==> config.mk <==
export PLATFORM = sky130hd
export DESIGN_NAME = cbc_bank
export DESIGN_NICKNAME = d
export VERILOG_FILES = /design/src/rtl/cartridge_bank_controller_assert.svh /design/src/rtl/cbc_pkg.sv /design/src/rtl/cbc_bank.sv
export SDC_FILE = /design/constraint.sdc
export NUM_CORES = 1
export LEC_CHECK = 0
export ABC_AREA = 0
export ABC_CLOCK_PERIOD_IN_PS = 1650
export BUFFER_PORTS_ARGS = -buffer_cell sky130_fd_sc_hd__buf_2
export CAP_MARGIN = 15
export CORE_MARGIN = 4
export CORE_UTILIZATION = 45
export DETAILED_ROUTE_END_ITERATION = 8
export GPL_ROUTABILITY_DRIVEN = 1
export PLACE_DENSITY = 0.74
export SLEW_MARGIN = 20
export SYNTH_ARGS = -nofsm -noshare
export SYNTH_HDL_FRONTEND = slang
export SYNTH_SLANG_ARGS = --single-unit
==> constraint.sdc <==
create_clock -name clk -period 1.65 [get_ports clk]
set_input_delay 0.165 -clock clk [delete_from_list [all_inputs] [get_ports clk]]
set_output_delay 0.165 -clock clk [all_outputs]
set_load 0.005 [all_outputs]
==> src/rtl/cartridge_bank_controller_assert.svh <==
// assertion macros for the cartridge bank controller
// each use expects clk and arst_n in scope
`ifndef CARTRIDGE_BANK_CONTROLLER_ASSERT_SVH
`define CARTRIDGE_BANK_CONTROLLER_ASSERT_SVH
`ifndef SYNTHESIS
`define CBC_ASSERT(name, prop) \
	name: assert property (@(posedge clk) disable iff (!arst_n) prop) \
	else $error("cartridge bank controller assertion failed");
`define CBC_NEVER(name, cond) `CBC_ASSERT(name, !(cond))
`else
`define CBC_ASSERT(name, prop)
`define CBC_NEVER(name, cond)
`endif
`endif

==> src/rtl/cbc_pkg.sv <==
`default_nettype none

package cbc_pkg;

	// field and register widths
	localparam int ROM_AW = 23;
	localparam int RAM_IW = 17;
	localparam int CFG_W  = 23;

	// parameter defaults
	localparam int DEF_RAM_BYTES     = 131072;
	localparam int DEF_ROM_ADDR_BITS = 23;

	// controller kinds
	localparam logic [1:0] KIND_NONE = 2'd0;
	localparam logic [1:0] KIND_MBC1 = 2'd1;
	localparam logic [1:0] KIND_MBC2 = 2'd2;
	localparam logic [1:0] KIND_MBC5 = 2'd3;

	// request types
	localparam logic [1:0] REQ_ROM_READ  = 2'd0;
	localparam logic [1:0] REQ_REG_WRITE = 2'd1;
	localparam logic [1:0] REQ_RAM_READ  = 2'd2;
	localparam logic [1:0] REQ_RAM_WRITE = 2'd3;

	// configuration register indexes
	localparam logic [1:0] CFG_KIND     = 2'd0;
	localparam logic [1:0] CFG_RAM_PRES = 2'd1;
	localparam logic [1:0] CFG_ROM_MASK = 2'd2;
	localparam logic [1:0] CFG_RAM_MASK = 2'd3;

	// configuration reset values
	localparam logic [ROM_AW-1:0] ROM_MASK_RST = 23'h007FFF;
	localparam logic [RAM_IW-1:0] RAM_MASK_RST = 17'h01FFF;

	// bus address boundaries
	localparam logic [15:0] ADDR_ENABLE_TOP = 16'h1FFF;
	localparam logic [15:0] ADDR_BANK0_TOP  = 16'h3FFF;
	localparam logic [15:0] ADDR_MBC5_LOW   = 16'h2FFF;
	localparam logic [15:0] ADDR_HIGH_TOP   = 16'h5FFF;

	localparam logic [7:0] ENABLE_CODE = 8'h0A;
	localparam logic [RAM_IW-1:0] MBC2_RAM_MASK = 17'h001FF;
	localparam logic [7:0] RAM_FILL = 8'hFF;

	// decoded request for the current bus access
	typedef struct packed {
		logic              fetch;
		logic [ROM_AW-1:0] rom_address;
		logic              ram_rd;
		logic              ram_wr;
		logic              ram_hit;
		logic [RAM_IW-1:0] ram_index;
		logic [7:0]        ram_wdata;
		logic              mbc2;
	} req_decode_t;

	// cartridge ram command
	typedef struct packed {
		logic              rd;
		logic              wr;
		logic [RAM_IW-1:0] index;
		logic [7:0]        wdata;
	} ram_cmd_t;

endpackage

`default_nettype wire

==> src/rtl/cbc_bank.sv <==
`default_nettype none

module cbc_bank import cbc_pkg::*; #(
	parameter int ROM_ADDR_BITS = DEF_ROM_ADDR_BITS
) (
	input  wire logic              clk,
	input  wire logic              arst_n,
	input  wire logic              cfg_write,
	input  wire logic [1:0]        cfg_index,
	input  wire logic [CFG_W-1:0]  cfg_data,
	input  wire logic              accept,
	input  wire logic [1:0]        req_type,
	input  wire logic [15:0]       bus_address,
	input  wire logic [7:0]        write_data,
	output req_decode_t            decode
);

	localparam logic [ROM_AW-1:0] ROM_LIMIT =
		ROM_AW'((64'd1 << ROM_ADDR_BITS) - 64'd1);

	logic [1:0]        kind_q;
	logic              ram_present_q;
	logic [ROM_AW-1:0] rom_mask_q;
	logic [RAM_IW-1:0] ram_mask_q;

	logic [7:0] low_bank_q;
	logic [1:0] high_bank_q;
	logic [3:0] ram_page_q;
	logic       ram_enabled_q;
	logic       banking_mode_q;

	logic       low_area;
	logic [9:0] bank_sel;
	logic [23:0] rom_lin;
	logic [12:0] ram_off;
	logic [RAM_IW-1:0] ram_idx;
	logic       ram_ok;
	logic       reg_we;

	// configuration registers
	always_ff @(posedge clk or negedge arst_n) begin
		if (!arst_n) begin
			kind_q        <= KIND_NONE;
			ram_present_q <= 1'b0;
			rom_mask_q    <= ROM_MASK_RST;
			ram_mask_q    <= RAM_MASK_RST;
		end else if (cfg_write) begin
			case (cfg_index)
				CFG_KIND:     kind_q        <= cfg_data[1:0];
				CFG_RAM_PRES: ram_present_q <= cfg_data[0];
				CFG_ROM_MASK: rom_mask_q    <= cfg_data[ROM_AW-1:0];
				CFG_RAM_MASK: ram_mask_q    <= cfg_data[RAM_IW-1:0];
				default: ;
			endcase
		end
	end

	assign reg_we = accept && (req_type == REQ_REG_WRITE);

	// bank and mode registers, written by bus transfers
	always_ff @(posedge clk or negedge arst_n) begin
		if (!arst_n) begin
			low_bank_q     <= 8'd1;
			high_bank_q    <= 2'd0;
			ram_page_q     <= 4'd0;
			ram_enabled_q  <= 1'b0;
			banking_mode_q <= 1'b0;
		end else if (reg_we) begin
			case (kind_q)
				KIND_MBC1: begin
					if (bus_address <= ADDR_ENABLE_TOP) begin
						ram_enabled_q <= (write_data[3:0] == ENABLE_CODE[3:0]);
					end else if (bus_address <= ADDR_BANK0_TOP) begin
						low_bank_q <= (write_data[4:0] != 5'd0) ?
							{3'd0, write_data[4:0]} : 8'd1;
					end else if (bus_address <= ADDR_HIGH_TOP) begin
						high_bank_q <= write_data[1:0];
					end else begin
						banking_mode_q <= write_data[0];
					end
				end
				KIND_MBC2: begin
					if (bus_address <= ADDR_BANK0_TOP) begin
						if (!bus_address[8]) begin
							ram_enabled_q <= (write_data[3:0] == ENABLE_CODE[3:0]);
						end else begin
							low_bank_q <= (write_data[3:0] != 4'd0) ?
								{4'd0, write_data[3:0]} : 8'd1;
						end
					end
				end
				KIND_MBC5: begin
					if (bus_address <= ADDR_ENABLE_TOP) begin
						ram_enabled_q <= (write_data == ENABLE_CODE);
					end else if (bus_address <= ADDR_MBC5_LOW) begin
						low_bank_q <= write_data;
					end else if (bus_address <= ADDR_BANK0_TOP) begin
						high_bank_q <= {1'b0, write_data[0]};
					end else if (bus_address <= ADDR_HIGH_TOP) begin
						ram_page_q <= write_data[3:0];
					end
				end
				default: ;
			endcase
		end
	end

	// rom bank selection
	assign low_area = (bus_address <= ADDR_BANK0_TOP);

	always_comb begin
		bank_sel = 10'd0;
		if (low_area) begin
			if (kind_q == KIND_MBC1 && banking_mode_q) begin
				bank_sel = {3'd0, high_bank_q, 5'd0};
			end
		end else begin
			case (kind_q)
				KIND_NONE: bank_sel = 10'd1;
				KIND_MBC1: bank_sel = {3'd0, high_bank_q, 5'd0} | {2'd0, low_bank_q};
				KIND_MBC2: bank_sel = {2'd0, low_bank_q};
				default:   bank_sel = {high_bank_q, low_bank_q};
			endcase
		end
	end

	assign rom_lin = {bank_sel, bus_address[13:0]};

	// ram index and access permission
	assign ram_off = bus_address[12:0];

	always_comb begin
		ram_idx = '0;
		ram_ok  = 1'b0;
		case (kind_q)
			KIND_MBC1: begin
				ram_idx = {2'd0, (banking_mode_q ? high_bank_q : 2'd0), ram_off}
					& ram_mask_q;
				ram_ok  = ram_present_q;
			end
			KIND_MBC2: begin
				ram_idx = {4'd0, ram_off} & ram_mask_q & MBC2_RAM_MASK;
				ram_ok  = 1'b1;
			end
			KIND_MBC5: begin
				ram_idx = {ram_page_q, ram_off} & ram_mask_q;
				ram_ok  = ram_present_q;
			end
			default: ;
		endcase
	end

	always_comb begin
		decode.fetch       = (req_type == REQ_ROM_READ);
		decode.rom_address = rom_lin[ROM_AW-1:0] & rom_mask_q & ROM_LIMIT;
		decode.ram_rd      = (req_type == REQ_RAM_READ);
		decode.ram_wr      = (req_type == REQ_RAM_WRITE);
		decode.ram_hit     = ram_ok && ram_enabled_q;
		decode.ram_index   = ram_idx;
		decode.mbc2        = (kind_q == KIND_MBC2);
		decode.ram_wdata   = (kind_q == KIND_MBC2) ? {4'd0, write_data[3:0]} : write_data;
	end

endmodule

`default_nettype wire

==> results of run 1 <==
## registers in the layout (all words and copies together) (netlist names), 2 cells and up
signal       count
low_bank_q       8
high_bank_q      2
ram_mask_q      17
rom_mask_q      23
ram_page_q       4
kind_q           2
## Yosys cell counts, drive strengths merged, types with 2 or more instances
cell type | instances | share of area (%)
a21oi | 3 | 0.52
a22oi | 4 | 1.0
and2 | 19 | 4.1
and3 | 21 | 4.6
buf | 6 | 1.6
clkbuf | 6 | 0.78
dfrtp | 30 | 26
dfstp | 29 | 26
inv | 4 | 0.52
mux2 | 56 | 23
mux2i | 2 | 0.70
nand2 | 10 | 1.3
nand2b | 5 | 1.1
nand3 | 3 | 0.52
nand3b | 2 | 0.96
nor2 | 11 | 1.4
nor2b | 5 | 1.1
nor3 | 4 | 0.70
nor4 | 2 | 0.65
o21ai | 5 | 0.87
## worst min-delay path by stage
stage | end | slack (ps) | cells after the start
4_1_cts | rom_mask_q[18] | 60 | 2
5_1_grt | rom_mask_q[19] | 50 | 2
3_5_place_dp | rom_mask_q[16] | 190 | 2
6_report | rom_mask_q[19] | 60 | 2
3_3_place_gp | rom_mask_q[16] | 190 | 2
2_1_floorplan | banking_mode_q | -130 | 0
## layer usage
| layer | global-route usage, % | wire [um] | vias to the layer above |
|---|---|---|---|
| li1 | - | - | 1094 |
| met1 | 25.04 | 3001 | 1081 |
| met2 | 30.41 | 3422 | 67 |
| met3 | 4.704 | 448 | 11 |
| met4 | 7.252 | 90 | 0 |
| met5 | 0 | 0 | - |
## kinds of logic after synthesis
kind of cell,count (synthesis)
AOI/OAI and AO/OA,15
buffers and inverters,16
DFF,59
muxes,58
and+or+nand+nor,87
## critical path, stage by stage (launching register included)
cell      delay (ps)
dfrtp_2          440
buf_4            150
nand2b_4         140
a221o_4          520
mux2_4           320
## area by class of cell
cell class | instances | share of cell area, %
timing repair buffer | 133 | 19.78
clock inverter | 5 | 2.465
tap | 75 | 2.311
inverter | 4 | 0.3697
multi-input combinational | 160 | 34.29
clock buffer | 11 | 3.481
sequential | 59 | 37.31
## power by group through the flow
stage | Sequential, uW | Combinational (uW) | Clock (uW)
finish | 1970 | 1060 | 1590
global route | 2000 | 1160 | 1720
CTS | 1970 | 1030 | 1620
detailed placement | 1980 | 891 | 0
global placement | 1970 | 864 | 0
floorplan | 1920 | 522 | 0
## per-stage QoR
stage / util (%) / area, um2 / power, uW
2_1_floorplan: - / 2878 / 2443
3_3_place_gp: 59.12 / 3583 / 2834
3_5_place_dp: 59.12 / 3583 / 2876
4_1_cts: 66.10 / 4006 / 4614
5_1_grt: 67.01 / 4061 / 4882
6_report: 67.01 / 4061 / 4622
## what timing repair did
action,in CTS,in global routing
buffers inserted,9,1
hold buffers,1,0
gates resized for setup,25,12
pin swaps,6,7
cloned,0,0
endpoints found under the hold margin,30,0
endpoints found under the setup margin,22,31
==> key figures, run 1 <==
Run status
  • Status: finished with violations
  • Violated checks: negative setup slack

Yosys
  • Post-synth net total: 290
  • Mapped Avg Cell Area: 12.25 um2
  • Synth Area in Adders: 0%
  • Netlist Area Pre-Place: 0.002878 mm2
  • Synth Area in Compound Gates: 3.217%
  • Synth unique cells: 35
  • Synth warnings: 0
  • Simple-Gate Fraction of Synth Area: 17.78%
  • Post-synth EDFFs: 0
  • Primary FF master, synth: dfrtp_1
  • Largest family of logic cells by synthesized area: multiplexers
  • Post-synthesis mux area share: 23.52%
  • #FFs+latches synth: 59
  • Asr flop ratio synth: 100.0%
  • Syn Inst Count: 235
  • Sequential fraction of the synthesis area: 52.57%
  • Xor/xnor cell area share of the yosys netlist: 0%

Pwr
  • VDD IR max: 0.7676 mV
  • Cell area power density: 1138 mW/mm2
  • Psw: 1151 uW
  • Sequential power share: 42.6%
  • Clk pwr share: 34.5%
  • Net Sw Frac: 24.91%
  • Pint: 3471 uW
  • Lkg Pwr: 0.002051 uW
  • Combinational group share of total power: 22.9%

Setup path
  • Critical Path Sink Type: flop
  • Worst setup path class: reg2reg
  • Crit path to: low_bank_q[1]
  • Critical Path RT: 1870 ps
  • RR Endpoint: low_bank_q[1]
  • Startpoint type of the worst setup path: flop
  • R2r startpoint: kind_q[0]
  • Reg2reg setup slack: -40 ps
  • Crit path DAT: 1900 ps
  • Max Fanout on Critical Path: 8
  • Worst Reg-to-Reg Cells: 4
  • Crit path from: kind_q[0]

Die
  • Die width: 87.97 um
  • Die Height: 87.97 um
  • Core area: 0.006061 mm2
  • Initial core utilization: 47.48%
  • # rows: 28
  • Die area: 0.007739 mm2
  • Top-level I/O count: 108

Final layout
  • Final non-filler cell total: 447
  • FF+latch area: 0.001515 mm2
  • Post-layout nets: 422
  • Layout area overhead: 41.13%
  • Multi-input logic area: 0.001393 mm2
  • Fraction of layout cells with a size suffix above 1: 66.67%
  • Fillers: 463
  • Most frequent cells in the layout: buf_2, mux2_2, dfstp_2
  • Most common cell after layout, fill and taps aside: buf_2
  • # diodes: 0

Worst hold path
  • Hold Path Class: in2reg
  • Hold wc startpoint: cfg_data[19]

STA
  • Final worst path period need: 1685 ps
  • Hold Vio Cnt, Final: 0
  • Final Skew: 6.143 ps
  • Fmax: 0.5934 GHz
  • Final setup fails: 12
  • Worst slew pin tran: 393.6 ps
  • Min Hold Slack: 62.24 ps
  • Post-route clock period utilization: 102.1%
  • Final worst-path setup slack: -35.18 ps
  • Slew HR: 73.68%
  • Slew Viols, Final: 0
  • Setup TNS: -250.7 ps
  • Unrepaired setup endpoints after global routing: yes

Global route
  • Overflow after GRT: 0
  • GRT Util Overall: 19.04%
  • Antenna violations before repair: 0
  • First-pass GRT wire length: 11.08 mm
  • Pin count of the biggest net entering global routing: 60
  • Vias in the first global route: 2277

Detailed routing
  • DR iter-0 viols: 89
  • Final WL: 6.962 mm
  • Drt via density: 5.040
  • First-pass detailed-route iteration total: 4
  • Routed len/inst: 15.57 um
  • Post-DRT Antenna Nets: 0
  • Number of vias in the routed layout: 2253
  • # DRC: 0

Placed design
  • DP Worst Slack: -73.48 ps
  • Placed instance count: 421
  • Routability Congestion: 0.7785
  • Port bufs: 107
  • Post-DP HPWL: 5.090 mm

Clock network
  • Clock latency on the worst-skew pair: 330 ps
  • CTS tree: built
  • Cts bufs inserted: 9
  • Clock transition at the registers of the reported paths: 70 ps
  • Clock buffer depth: 2
  • H-tree depth: 3
  • Clock sink count: 59
  • Root Buffer: clkbuf_8

Job
  • Max-Cap Viols: 0
No activity file was read; power rests on OpenSTA's default activity.
==> inputs of run 2 (changes only) <==
--- a/config.mk
+++ b/config.mk
@@ -10,10 +10,10 @@
 export BUFFER_PORTS_ARGS = -buffer_cell sky130_fd_sc_hd__buf_2
 export CAP_MARGIN = 15
 export CORE_MARGIN = 4
-export CORE_UTILIZATION = 45
+export CORE_UTILIZATION = 49
 export DETAILED_ROUTE_END_ITERATION = 8
 export GPL_ROUTABILITY_DRIVEN = 1
-export PLACE_DENSITY = 0.74
+export PLACE_DENSITY = 0.8
 export SLEW_MARGIN = 20
 export SYNTH_ARGS = -nofsm -noshare
 export SYNTH_HDL_FRONTEND = slang
==> run 2 against run 1 <==
The run now ends clean. Largest cell class unchanged. Design area down 4.7%. Worst hold slack worse by 1.2 ps. Die area shrank 7.4%. Largest power group unchanged. Wire length is 1.8% higher. Worst setup slack better by 63 ps. Register-to-register slack improved by 95 ps. Via count increased by 1.6%. First-iteration DRC count increased by 35%. Global-route usage grew 2.0 points. Critical endpoint is now decode[49].
==> key figures, run 2 (synthesized netlist as in run 1, its figures left out) <==
Run status
  • Status: finished, final reports clean (was finished with violations)

Detailed routing
  • First-pass detailed-route iteration total: 4 (unchanged)
  • Final WL: 7.088 mm (was 6.962 mm)
  • Number of vias in the routed layout: 2290 (was 2253)
  • Drt via density: 5.228 (was 5.040)
  • DR iter-0 viols: 120 (was 89)
  • # DRC: 0 (unchanged)
  • Post-DRT Antenna Nets: 0 (unchanged)
  • Routed len/inst: 16.18 um (was 15.57 um)

Pwr
  • Sequential power share: 46.9% (was 42.6%)
  • Lkg Pwr: 0.001982 uW (was 0.002051 uW)
  • Net Sw Frac: 26.43% (was 24.91%)
  • Psw: 1115 uW (was 1151 uW)
  • Power Total: 4220 uW (was 4622 uW)
  • Clk pwr share: 30.3% (was 34.5%)
  • Combinational group share of total power: 22.8% (was 22.9%)
  • VDD IR max: 0.6018 mV (was 0.7676 mV)
  • Cell area power density: 1091 mW/mm2 (was 1138 mW/mm2)
  • Pint: 3105 uW (was 3471 uW)

Final layout
  • Layout area overhead: 34.43% (was 41.13%)
  • Most flops, register: rom_mask_q (unchanged)
  • FF+latch area: 0.001515 mm2 (unchanged)
  • Most common cell after layout, fill and taps aside: buf_2 (unchanged)
  • Multi-input logic area: 0.001330 mm2 (was 0.001393 mm2)
  • # diodes: 0 (unchanged)
  • Most frequent cells in the layout: buf_2, mux2_2, dfstp_2 (unchanged)
  • Regs by FF count: rom_mask_q x23, ram_mask_q x17, low_bank_q x8 (unchanged)
  • Final Instance Area: 0.003869 mm2 (was 0.004061 mm2)
  • Post-layout util: 68.99% (was 67.01%)
  • Fillers: 444 (was 463)
  • Largest register FFs: 23 (unchanged)
  • Fraction of layout cells with a size suffix above 1: 63.93% (was 66.67%)
  • Post-layout nets: 416 (was 422)

Placed design
  • Port bufs: 107 (unchanged)
  • Routability Congestion: 0.8561 (was 0.7785)
  • DP Worst Slack: -76.15 ps (was -73.48 ps)
  • Post-DP HPWL: 5.336 mm (was 5.090 mm)
  • Dpl cell area: 0.003565 mm2 (was 0.003583 mm2)

STA
  • Final Skew: 10.27 ps (was 6.143 ps)
  • Slew HR: 74.16% (was 73.68%)
  • Final setup fails: 0 (was 12)
  • Min Hold Slack: 61.04 ps (was 62.24 ps)
  • Post-route clock period utilization: 98.31% (was 102.1%)
  • Unrepaired setup endpoints after global routing: yes (unchanged)
  • Worst slew pin tran: 386.7 ps (was 393.6 ps)
  • Fmax: 0.6165 GHz (was 0.5934 GHz)
  • Final worst-path setup slack: 27.95 ps (was -35.18 ps)
  • Hold Vio Cnt, Final: 0 (unchanged)
  • Final worst path period need: 1622 ps (was 1685 ps)
  • Slew Viols, Final: 0 (unchanged)

Clock network
  • CTS tree: built (unchanged)
  • Clock buffer depth: 2 (unchanged)
  • Clock transition at the registers of the reported paths: 70 ps (about the same)
  • Clock latency on the worst-skew pair: 330 ps (about the same)
  • H-tree depth: 3 (unchanged)
  • Root Buffer: clkbuf_8 (unchanged)
  • Clock sink count: 59 (unchanged)
  • Cts bufs inserted: 9 (unchanged)

Die
  • Top-level I/O count: 108 (unchanged)
  • Initial core utilization: 51.32% (was 47.48%)
  • Core area: 0.005608 mm2 (was 0.006061 mm2)
  • Die Height: 84.64 um (was 87.97 um)
  • # rows: 27 (was 28)
  • Die width: 84.64 um (was 87.97 um)
  • Die area: 0.007163 mm2 (was 0.007739 mm2)

Global route
  • Pin count of the biggest net entering global routing: 60 (unchanged)
  • First-pass GRT wire length: 11.81 mm (was 11.08 mm)
  • Top Usage Layer GRT: met2 (unchanged)
  • Antenna violations before repair: 0 (unchanged)
  • Met1 Resource Use GR: 24.86% (was 25.04%)
  • GRT Util Overall: 21.02% (was 19.04%)
  • Vias in the first global route: 2454 (was 2277)
  • Met2 GRT Util: 36.30% (was 30.41%)
  • Overflow after GRT: 0 (unchanged)
  • Met3 GRT Util: 3.925% (was 4.704%)

Job
  • Max-Cap Viols: 0 (unchanged)

Setup path
  • Worst Reg-to-Reg Cells: 6 (was 4)
  • Critical Path Sink Type: primary output (was flop)
  • R2r startpoint: kind_q[1] (was kind_q[0])
  • Startpoint type of the worst setup path: flop (unchanged)
  • Crit path DAT: 1460 ps (was 1900 ps)
  • Reg2reg setup slack: 60 ps (was -40 ps)
  • Worst setup path class: reg2out (was reg2reg)
  • Critical Path RT: 1480 ps (was 1870 ps)
  • RR Endpoint: high_bank_q[0] (was low_bank_q[1])
  • Max Fanout on Critical Path: 7 (was 8)

Worst hold path
  • Hold Path Cell Cnt: 2 (unchanged)
  • Hold Path Class: in2reg (unchanged)
  • Hold wc startpoint: cfg_data[18] (was cfg_data[19])
  • Hold EP: rom_mask_q[18] (was rom_mask_q[19])
## run 2: cell types whose count changed in the layout (fill, tap and decap cells not counted), sizes merged
cell	delta
buf	-6
bufinv	-2
clkinv	+1
clkinvlp	+1
## run 2: worst max-delay path by stage
stage | startpoint | to | slack, ps | cells past startpoint
2_1_floorplan | kind_q[0] | ram_page_q[0] | 140 | 4
5_1_grt | kind_q[1] | decode[49] | -90 | 6
4_1_cts | kind_q[1] | decode[49] | 10 | 6
6_report | kind_q[1] | decode[49] | 30 | 6
3_3_place_gp | req_type[1] | low_bank_q[7] | -60 | 5
3_5_place_dp | req_type[1] | low_bank_q[6] | -80 | 5
## run 2: timing repair
item	in CTS	in global routing
endpoints found under the setup margin	14	13
hold buffers	1	0
gates resized for setup	9	8
hold endpoints to repair	30	0
buffers inserted	3	2
pin swaps	1	4
## run 2: per-layer routing
metal | wire length, um | share of wire, %
met5 | 0 | 0
met4 | 231 | 3.3
met3 | 451 | 6.4
met2 | 3603 | 51
met1 | 2801 | 40
## run 2: area by class of cell
class	instances	area share, %
flip-flops and latches	59	39.17
multi-input cells	160	34.38
repair buffers	127	18.73
clock buffers	11	3.655
well taps	72	2.329
clock inverters	5	1.358
inverters	4	0.3881
## run 2: critical path, cell delays in order, from the launching register on
cell and delay [ps]:
dfrtp_2 450, buf_6 150, nand2b_4 140, nor2_4 110, a22oi_2 60, nor2b_1 100
buf_2 120
## run 2: through the flow
stage / cells / setup TNS (ps)
6_report: 438 / 0
5_1_grt: 438 / -204.3
4_1_cts: 436 / 0
3_5_place_dp: 416 / -510.4
3_3_place_gp: 416 / -386.5
2_1_floorplan: 235 / 0
## run 2: power groups by stage
stage / Clock [uW] / Combinational, uW / Sequential (uW)
after floorplan: 0 / 522 / 1920
after global placement: 0 / 850 / 1970
final: 1280 / 962 / 1980
after CTS: 1310 / 933 / 1980
after detailed placement: 0 / 883 / 1990
after global routing: 1390 / 1060 / 2010
